### src/hw/rtl/rolling_majority_vote_filter_assert.svh
// Assertion macros shared by the majority vote filter RTL.
`ifndef ROLLING_MAJORITY_VOTE_FILTER_ASSERT_SVH
`define ROLLING_MAJORITY_VOTE_FILTER_ASSERT_SVH
`ifndef SYNTHESIS
`define RMVF_ASSERT_IMP(name, clk, rst, ante, cons) \
  name: assert property (@(posedge clk) disable iff (rst) (ante) |-> (cons)) \
    else $error("rmvf: same-cycle check failed");
`define RMVF_ASSERT_NXT(name, clk, rst, ante, cons) \
  name: assert property (@(posedge clk) disable iff (rst) (ante) |=> (cons)) \
    else $error("rmvf: next-cycle check failed");
`else
`define RMVF_ASSERT_IMP(name, clk, rst, ante, cons)
`define RMVF_ASSERT_NXT(name, clk, rst, ante, cons)
`endif
`endif

### src/hw/rtl/rmvf_pkg.sv
// Package: types and constants of the majority vote filter.
`timescale 1ns / 1ps
`default_nettype none
package rmvf_pkg;

  localparam int DEF_WINDOW  = 5;
  localparam int DEF_CLASSES = 5;
  localparam int CLASS_W     = 3;
  localparam int THR_W       = 3;

  typedef enum logic [2:0] {
    ST_IDLE,
    ST_DEC,
    ST_INC,
    ST_SCAN,
    ST_DONE
  } state_t;

  typedef enum logic [1:0] {
    CNT_NOP,
    CNT_INC,
    CNT_DEC
  } cnt_op_t;

endpackage
`default_nettype wire

### src/hw/rtl/rmvf_vote_counts.sv
// Per-class vote counters with one shared read/modify/write port.
`timescale 1ns / 1ps
`default_nettype none
`include "rolling_majority_vote_filter_assert.svh"
module rmvf_vote_counts
  import rmvf_pkg::*;
#(
  parameter int WINDOW  = DEF_WINDOW,
  parameter int CLASSES = DEF_CLASSES,
  localparam int CW     = (CLASSES > 1) ? $clog2(CLASSES) : 1,
  localparam int CNTW   = $clog2(WINDOW + 1)
) (
  input  wire logic            clk,
  input  wire logic            rst,
  input  wire cnt_op_t         op,
  input  wire logic [CW-1:0]   addr,
  output logic      [CNTW-1:0] rd_count
);

  logic [CNTW-1:0] counts [CLASSES];

  assign rd_count = counts[addr];

  always_ff @(posedge clk) begin
    if (rst) begin
      // match the reset window: one vote for class 1, the rest for class 0
      for (int i = 0; i < CLASSES; i++) begin
        if (i == 0) begin
          counts[i] <= CNTW'(WINDOW - 1);
        end else if (i == 1) begin
          counts[i] <= CNTW'(1);
        end else begin
          counts[i] <= '0;
        end
      end
    end else begin
      unique case (op)
        CNT_INC: counts[addr] <= rd_count + CNTW'(1);
        CNT_DEC: begin
          if (rd_count != '0) begin
            counts[addr] <= rd_count - CNTW'(1);
          end
        end
        default: ;
      endcase
    end
  end

  `RMVF_ASSERT_IMP(a_no_underflow, clk, rst, op == CNT_DEC, rd_count != '0)
  `RMVF_ASSERT_IMP(a_no_overflow, clk, rst, op == CNT_INC, rd_count < CNTW'(WINDOW))

endmodule
`default_nettype wire

### src/hw/rtl/rolling_majority_vote_filter.sv
// Top level: sliding-window majority vote filter for classifier decisions.
//
// Input channel (in_valid/in_ready): class_id and no_result, one decision
// per item. Output channel (out_valid/out_ready): reported_class and
// class_changed, exactly one result item per input item, in order.
// cfg_we/cfg_data write majority_threshold; write it only while idle.
//
// A sequencer runs each decision through a single count port: retire the
// oldest vote, add the new one, then scan the CLASSES counters one per
// cycle for the leader. The next decision is accepted only once this one
// has passed to the output register; a no-result or out-of-range decision
// skips the count and scan steps.
// The result lands in an output register from the done state; the
// next item is accepted while that result waits. If the receiver stalls,
// the following result holds in the sequencer until the register frees.
//
// Reset: window holds class 1 then zeros, counts match it, the current
// class is 1 and the threshold is (WINDOW + 1) / 2.
`timescale 1ns / 1ps
`default_nettype none
`include "rolling_majority_vote_filter_assert.svh"
module rolling_majority_vote_filter
  import rmvf_pkg::*;
#(
  parameter int WINDOW  = DEF_WINDOW,
  parameter int CLASSES = DEF_CLASSES
) (
  input  wire logic               clk,
  input  wire logic               rst,
  input  wire logic               cfg_we,
  input  wire logic [THR_W-1:0]   cfg_data,
  input  wire logic               in_valid,
  output logic                    in_ready,
  input  wire logic [CLASS_W-1:0] class_id,
  input  wire logic               no_result,
  output logic                    out_valid,
  input  wire logic               out_ready,
  output logic      [CLASS_W-1:0] reported_class,
  output logic                    class_changed
);

  localparam int CW   = (CLASSES > 1) ? $clog2(CLASSES) : 1;
  localparam int CNTW = $clog2(WINDOW + 1);
  localparam int CXW  = (CW > CLASS_W) ? CW : CLASS_W;
  localparam int CMPW = (CNTW > THR_W) ? CNTW : THR_W;

  state_t             state, state_next;
  logic [THR_W-1:0]   thr;
  logic [CLASS_W-1:0] hist [WINDOW];
  logic [CLASS_W-1:0] cls_q;
  logic               scan_req;
  logic [CW-1:0]      scan_idx;
  logic [CNTW-1:0]    best_val;
  logic [CW-1:0]      best_cls;
  logic [CLASS_W-1:0] current_class;

  cnt_op_t            op;
  logic [CW-1:0]      addr;
  logic [CNTW-1:0]    rd_count;
  logic               load;
  logic               in_fire;
  logic               in_good;
  logic               scan_last;
  logic               win;
  logic [CXW-1:0]     cls_ext, old_ext, best_ext;

  assign in_fire   = in_valid && in_ready;
  assign in_good   = !no_result && (32'(class_id) < CLASSES);
  assign scan_last = (scan_idx == CW'(CLASSES - 1));
  assign cls_ext   = CXW'(cls_q);
  assign old_ext   = CXW'(hist[0]);
  assign best_ext  = CXW'(best_cls);
  assign win       = scan_req && (CMPW'(best_val) >= CMPW'(thr))
                     && (best_ext != CXW'(current_class));

  rmvf_vote_counts #(
    .WINDOW  (WINDOW),
    .CLASSES (CLASSES)
  ) u_counts (
    .clk      (clk),
    .rst      (rst),
    .op       (op),
    .addr     (addr),
    .rd_count (rd_count)
  );

  always_comb begin
    state_next = state;
    unique case (state)
      ST_IDLE: begin
        if (in_fire) begin
          state_next = in_good ? ST_DEC : ST_DONE;
        end
      end
      ST_DEC:  state_next = ST_INC;
      ST_INC:  state_next = ST_SCAN;
      ST_SCAN: begin
        if (scan_last) begin
          state_next = ST_DONE;
        end
      end
      ST_DONE: begin
        if (load) begin
          state_next = ST_IDLE;
        end
      end
      default: state_next = ST_IDLE;
    endcase
  end

  always_comb begin
    in_ready = 1'b0;
    op       = CNT_NOP;
    addr     = scan_idx;
    load     = 1'b0;
    unique case (state)
      ST_IDLE: in_ready = 1'b1;
      ST_DEC: begin
        addr = old_ext[CW-1:0];
        if (32'(hist[0]) < CLASSES) begin
          op = CNT_DEC;
        end
      end
      ST_INC: begin
        addr = cls_ext[CW-1:0];
        op   = CNT_INC;
      end
      ST_SCAN: addr = scan_idx;
      ST_DONE: load = !out_valid || out_ready;
      default: ;
    endcase
  end

  always_ff @(posedge clk) begin
    if (rst) begin
      state         <= ST_IDLE;
      thr           <= THR_W'((WINDOW + 1) / 2);
      current_class <= CLASS_W'(1);
      out_valid     <= 1'b0;
      scan_req      <= 1'b0;
      scan_idx      <= '0;
      for (int i = 0; i < WINDOW; i++) begin
        hist[i] <= (i == 0) ? CLASS_W'(1) : '0;
      end
    end else begin
      state <= state_next;
      if (cfg_we) begin
        thr <= cfg_data;
      end
      if (in_fire) begin
        scan_req <= in_good && (class_id != current_class);
      end
      // drop the oldest vote, append the new one
      if (state == ST_DEC) begin
        for (int i = 0; i < WINDOW - 1; i++) begin
          hist[i] <= hist[i + 1];
        end
        hist[WINDOW - 1] <= cls_q;
      end
      if (state == ST_INC) begin
        scan_idx <= '0;
      end else if (state == ST_SCAN && !scan_last) begin
        scan_idx <= scan_idx + CW'(1);
      end
      if (load) begin
        out_valid <= 1'b1;
        if (win) begin
          current_class <= best_ext[CLASS_W-1:0];
        end
      end else if (out_ready) begin
        out_valid <= 1'b0;
      end
    end
  end

  always_ff @(posedge clk) begin
    if (in_fire) begin
      cls_q <= class_id;
    end
    // strict compare keeps the lowest class on a tie
    if (state == ST_SCAN && (scan_idx == '0 || rd_count > best_val)) begin
      best_val <= rd_count;
      best_cls <= scan_idx;
    end
    if (load) begin
      reported_class <= win ? best_ext[CLASS_W-1:0] : current_class;
      class_changed  <= win;
    end
  end

  `RMVF_ASSERT_NXT(a_busy_after_accept, clk, rst, in_fire, !in_ready)
  `RMVF_ASSERT_NXT(a_skip_path, clk, rst, in_fire && !in_good, state == ST_DONE)
  `RMVF_ASSERT_IMP(a_out_matches_state, clk, rst, out_valid, reported_class == current_class)

endmodule
`default_nettype wire
### config.mk
export PLATFORM = sky130hd
export DESIGN_NAME = rolling_majority_vote_filter
export DESIGN_NICKNAME = d
export VERILOG_FILES = /design/src/hw/rtl/rmvf_pkg.sv /design/src/hw/rtl/rmvf_vote_counts.sv /design/src/hw/rtl/rolling_majority_vote_filter.sv
export VERILOG_INCLUDE_DIRS = /design/src /design/src/hw/rtl
export SDC_FILE = /design/constraint.sdc
export NUM_CORES = 1
export LEC_CHECK = 0
export BUFFER_PORTS_ARGS = -buffer_cell sky130_fd_sc_hd__buf_2
export CORE_UTILIZATION = 55
export CTS_BUF_LIST = sky130_fd_sc_hd__clkbuf_2 sky130_fd_sc_hd__clkbuf_4 sky130_fd_sc_hd__clkbuf_8
export DETAILED_ROUTE_END_ITERATION = 10
export PLACE_DENSITY = 0.73
export SYNTH_ARGS = -nofsm -noshare
export SYNTH_HDL_FRONTEND = slang
export SYNTH_SLANG_ARGS = --single-unit
### constraint.sdc
create_clock -name clk -period 4.15 [get_ports clk]
set_input_delay 0.83 -clock clk [delete_from_list [all_inputs] [get_ports clk]]
set_output_delay 0.83 -clock clk [all_outputs]
set_load 0.05 [all_outputs]
Word-level counts from Yosys, hierarchy flattened
Memories as Yosys holds them, arrays and structs flattened. Cells that the tools add are included.

Register bits after elaboration: 27. Bits in writable memories: 30. Memories kept: 2.

$add $sub $neg: 3. Order comparisons: 4. Eq/ne operators: 12. Mux-type cells: 34. Bitwise operators: 6. Reduce and logical (&&, ||, !) cells: 19.

Memories: hist (words 5, bits a word 3, rd ports 5, clocked after Yosys merged registers in 0, wr ports 5, line rolling_majority_vote_filter.sv:49) `logic [CLASS_W-1:0] hist [WINDOW];`; u_counts.counts (words 5, bits a word 3, rd ports 1, clocked after Yosys merged registers in 0, wr ports 5, line rmvf_vote_counts.sv:20) `logic [CNTW-1:0] counts [CLASSES];`.

Operator list (number): $mux W3 (13); $mux W1 (17); $pmux W3 S5 (1); $logic_and A1 B1 Y1 (7); $add A3 B1 Y3 const B (2); $eq A3 B2 Y1 const B (2); $eq A3 B3 Y1 const B (2); $logic_not A3 Y1 (2); $lt A3 B3 Y1 const B (2); $ne A2 B2 Y1 const B (3); $ne A3 B3 Y1 (2); $or A1 B1 Y1 (6); $pmux W3 S2 (1); $pmux W2 S2 (1); $eq A3 B1 Y1 const B (1); $ge A3 B3 Y1 (1); $gt A3 B3 Y1 (1); $logic_not A1 Y1 (3); $reduce_and A3 Y1 (1); $reduce_bool A3 Y1 (1); $reduce_or A3 Y1 (1); $sub A3 B1 Y3 const B (1); $eq A2 B1 Y1 const B (1); $eq A2 B2 Y1 const B (1); 4 further kinds (5).

Longest topological paths before layout
An unclocked memory read counts as a cell.

Depth in word-level cells: 11. Depth in mapped cells: 15.

Cells and area by module
A second synthesis with hierarchy kept.

Cell total of the unflattened synthesis: 277. Area total of the unflattened synthesis: 3311.9 µm².

Modules (own cells, without submodules): rolling_majority_vote_filter (instances 1, cells an instance 181, area each 2001.9 µm², sequential area each 1121.1 µm²); rmvf_vote_counts (instances 1, cells an instance 96, area each 1310.0 µm², sequential area each 720.7 µm²).

Worst setup path before layout
OpenSTA, ideal clock, no wires.

Kind: register to register. Start point: register state[0]. End point: memory u_counts.counts[5][2] (netlist bit), data pin. Arrival: 3245 ps. Slack: 630 ps. Cell stages (with the launch flop): 15. Clock period less this slack: 3520 ps. Cells stage by stage: dfxtp_1 -> buf_4 -> or3b_1 -> buf_2 -> o22a_4 -> nand2_4 -> buf_12 -> mux2i_1 -> mux4_2 -> a31oi_1 -> fa_1 -> nand2b_1 -> mux2i_1 -> nor4b_4 -> inv_1.

RTL lines: start: declaration (line rolling_majority_vote_filter.sv:47) `state_t state, state_next;`; start signal: assignment (line rolling_majority_vote_filter.sv:146) `state <= state_next;`; end: declaration (line rmvf_vote_counts.sv:20).

Final worst setup path
Start point: register state[0]. End point: register best_cls[1] (enable).

Word-level cells in the longest chain between the ends: 6. Elaborated cells on any way between the ends: 8. Those cells by class: order compare: 1; eq/ne: 3; mux: 1; reduce/logical: 2; memory: 1.

RTL lines: $eq A3 B2 Y1 or $eq A3 B1 Y1 (tied branches) (line rolling_majority_vote_filter.sv:116) `unique case (state)`; $pmux W3 S2 * (line rolling_majority_vote_filter.sv:116); $mem_v2 Z5 W3 *; net rd_count[1] (line rolling_majority_vote_filter.sv:59) `logic [CNTW-1:0] rd_count;`; $gt A3 B3 Y1 * (line rolling_majority_vote_filter.sv:181) `if (state == ST_SCAN && (scan_idx == '0 || rd_count > best_val)) begin`; $logic_or A1 B1 Y1 * (line rolling_majority_vote_filter.sv:181); $logic_and A1 B1 Y1 * (line rolling_majority_vote_filter.sv:181); end signal: assignment (line rolling_majority_vote_filter.sv:183) `best_cls <= scan_idx;`; end: declaration (line rolling_majority_vote_filter.sv:54) `logic [CW-1:0] best_cls;`.

Mark *: on every way through the listed nets, which the timed path passes. The rest lies on a longest branch. A chain may end at the register's enable or synchronous reset.

==> summary.txt <==
Timing
  – Fin crit period: 3.86 ns
  – Hold slack final: about 0.5 ns
  – Measured slew at the worst slew-check pin: 0.791 ns
  – RSZ-0062 raised after global routing: false
  – Slew HR: 0.471
  – Setup tns final: 0 ns
  – Final worst path period share: 0.930
  – Final Skew: about 0.013 ns
  – Final setup margin: slightly below 0.3 ns
  – Fmax: 0.259 GHz
  – # setup viols final: 0
  – Pins Over Slew Limit: 0
  – Hold Fails Final Rpt: 0

Logic synthesis
  – Post-synthesis sequential area ratio: 0.561
  – Post-synth EDFFs: 52
  – Mapped Nets: 293
  – Post-synth cell types: 54
  – Synth warn: 0
  – Cells after synthesis: 272
  – Mapped Area: 3280 sq um
  – Synth Register Bits: 66
  – Post-synth top flop: edfxtp_1
  – Async set or reset register ratio after synthesis: 0
  – Avg Inst Size Synth: 12.1 sq um

Floorplan
  – Io pins: 18
  – Die width: between 70 and 80 um
  – Floorplan Core Area: 5640 sq um
  – Full die area: 6280 sq um
  – Starting Density: 0.582
  – Die Ht: 79.3 um
  – Number of cell rows: 27

Route
  – Drc violations: 0
  – Vias: 2092
  – Final ANT Viol Nets: 0
  – Routed WL: 5710 um
  – WL per Instance: 15.4 um
  – First DRT Iteration DRCs: 178
  – DRT Pass-1 Iters: 4
  – Vias per inst: 5.62

Final layout
  – Finished Layout Cells: 372
  – Fill count: 417
  – Most frequent cells in the layout: edfxtp_1, nor2_1, nand2_1, and2_1, buf_2
  – Final core occ: 0.645
  – Post-route cell area: 3640 sq um
  – Fin nets: around 320
  – Share of cells above drive strength 1: 0.187
  – Commonest non-fill, non-tap cell in the layout: edfxtp_1
  – Diodes inserted: 0
  – Area grow syn2layout: 10.8%

Min path
  – Hold Crit Start: thr[1]$_SDFFE_PP1P_
  – Hold crit path type: reg -> reg

GRT
  – Largest net degree at the start of global routing: 18
  – GRT Overall Usage: 0.205
  – Met3 usage: 0.0471
  – GR met2 Demand/Resource: 0.304
  – Vias in the first global route: 1948
  – Global-route wire length before repair: 9390 um
  – Global route hottest layer: met2
  – Met1 usage: 0.280
  – Gr ovfl total: 0
  – Antenna violations before repair: 0

Place
  – GPL Wtd Cong: 0.878
  – Placed cell areas: 3420 sq um
  – Post-Place Setup Slack: 0.209 ns
  – Dpl cells: 355
  – HPWL after detailed placement: 4020 um
  – I/O Buffers: 17

Run status
  – Status: completed

Power and ir drop
  – Total chip power: 1.53 mW
  – Leak: 1.41 nW
  – Pwr/cell area: ~420 nW/um^2
  – Max VDD drop: 0.252 mV

CTS
  – Post-CTS Resized: 0
  – # H-tree levels: 3
  – TritonCTS clock tree: built
  – Clock slew at reported path FFs: 0.07 ns
  – Hold buffer count at CTS: 0
  – TritonCTS Buffers: 9
  – Root Buffer: clkbuf_8
  – Worst skew pair latency: 0.34 ns
  – Clk sink count: 66
  – Max Root-Sink Buffers: 2
  – Setup bufs post-CTS: 0

Worst setup path
  – Critical path's largest stage delay: a little under 0.5 ns
  – Crit. End Element: flip-flop
  – Req. time, crit path: between 4 and 5 ns
  – Most used cell, CP: a21oi_1
  – Crit-path cells: or3b_1 -> o22a_4 -> and2_1 -> a2111oi_0 -> or4_4 -> inv_1 -> ha_1 -> a21o_1 -> a21oi_1 -> a31oi_1 -> a21oi_1 -> nor2_1
  – WP buf/inv: 1
  – Crit path from: state[0]$_SDFFE_PP0P_
  – Worst r2r src: state[0]$_SDFFE_PP0P_
  – Kind of cell adding the most delay to the critical path: simple AND/OR/NAND/NOR gates
  – Crit Path Max Fanout: 11
  – Setup crit start kind: flip-flop
  – Worst Setup Path Type: reg -> reg
  – CP max-delay cell: dfxtp_1
  – Crit path DAT: 3.83 ns

Job
  – Max Cap Viol: 0
synth_stat cells (all sizes together), types with 4 or more instances:
cell | instances | area, sq um
ha | 8 | 100
nand2 | 18 | 75.1
nor2 | 27 | 101
a21oi | 8 | 40.0
clkbuf | 6 | 22.5
a31oi | 5 | 31.3
xnor2 | 6 | 52.6
dfxtp | 14 | 280
and2 | 17 | 106
nand2b | 5 | 31.3
o21ai | 10 | 50.0
edfxtp | 52 | 1560
nor4 | 4 | 43.8
inv | 13 | 48.8
mux2i | 15 | 150
buf | 5 | 48.8
a2111oi | 5 | 62.6
nor3 | 10 | 50.1
final cells by class:
cell class	count	area (sq um)	share of cell area
Clock buffer	13	166	0.0457
Clock inverter	3	40.0	0.0110
Inverter	15	61.3	0.0169
Multi-Input combinational cell	180	1310	0.360
Sequential cell	66	1840	0.506
Tap cell	72	90.1	0.0248
Timing Repair Buffer	23	130	0.0358
tightest hold or removal path: cells and delay by family, from the launching register on:
family,cells,cell delay (ns)
AOI/OAI and AO/OA,1,0.08
buffers and inverters,1,0.06
DFF,1,0.30
flip-flops by register name (all words and copies together), names as in the netlist, 3 cells and up:
name             count
u_counts.counts     24
best_val             3
hist                15
best_cls             3
current_class        3
cls_ext              3
state                3
thr                  3
scan_idx             3
reported_class       3
cells by family (layout without fill, tap and decap cells):
family          Yosys count  count (layout)  share of synthesized area
compound gates           47              47                      0.108
xor+xnor                  9               9                     0.0240
fa+ha+maj                 9               9                     0.0366
buf+inv                  26              54                     0.0404
flops                    66              66                      0.561
mux                      20              20                     0.0697
simple gates             95              95                      0.160
per-layer routing:
metal / routed length (um) / share of wire
met1: 2750 / 0.48
met2: 2540 / 0.45
met3: 298 / 0.052
met4: 119 / 0.021
met5: 0 / 0
power breakdown:
part / total (mW) / leakage (nW) / switching (mW) / internal, mW
registers: 0.760 / 0.616 / 0.0123 / 0.748
clock network: 0.544 / 0.110 / 0.222 / 0.322
logic: 0.229 / 0.682 / 0.150 / 0.0788
final timing paths:
kind	endpoint	slack, ns	cells past startpoint
worst max register to register	best_cls[1]$_DFFE_PP_	0.29	12
worst min-delay path	thr[1]$_SDFFE_PP1P_	0.49	2
worst max-delay path	best_cls[1]$_DFFE_PP_	0.29	12
worst min register to register	thr[1]$_SDFFE_PP1P_	0.49	2
(Power assumes the default switching activity.)
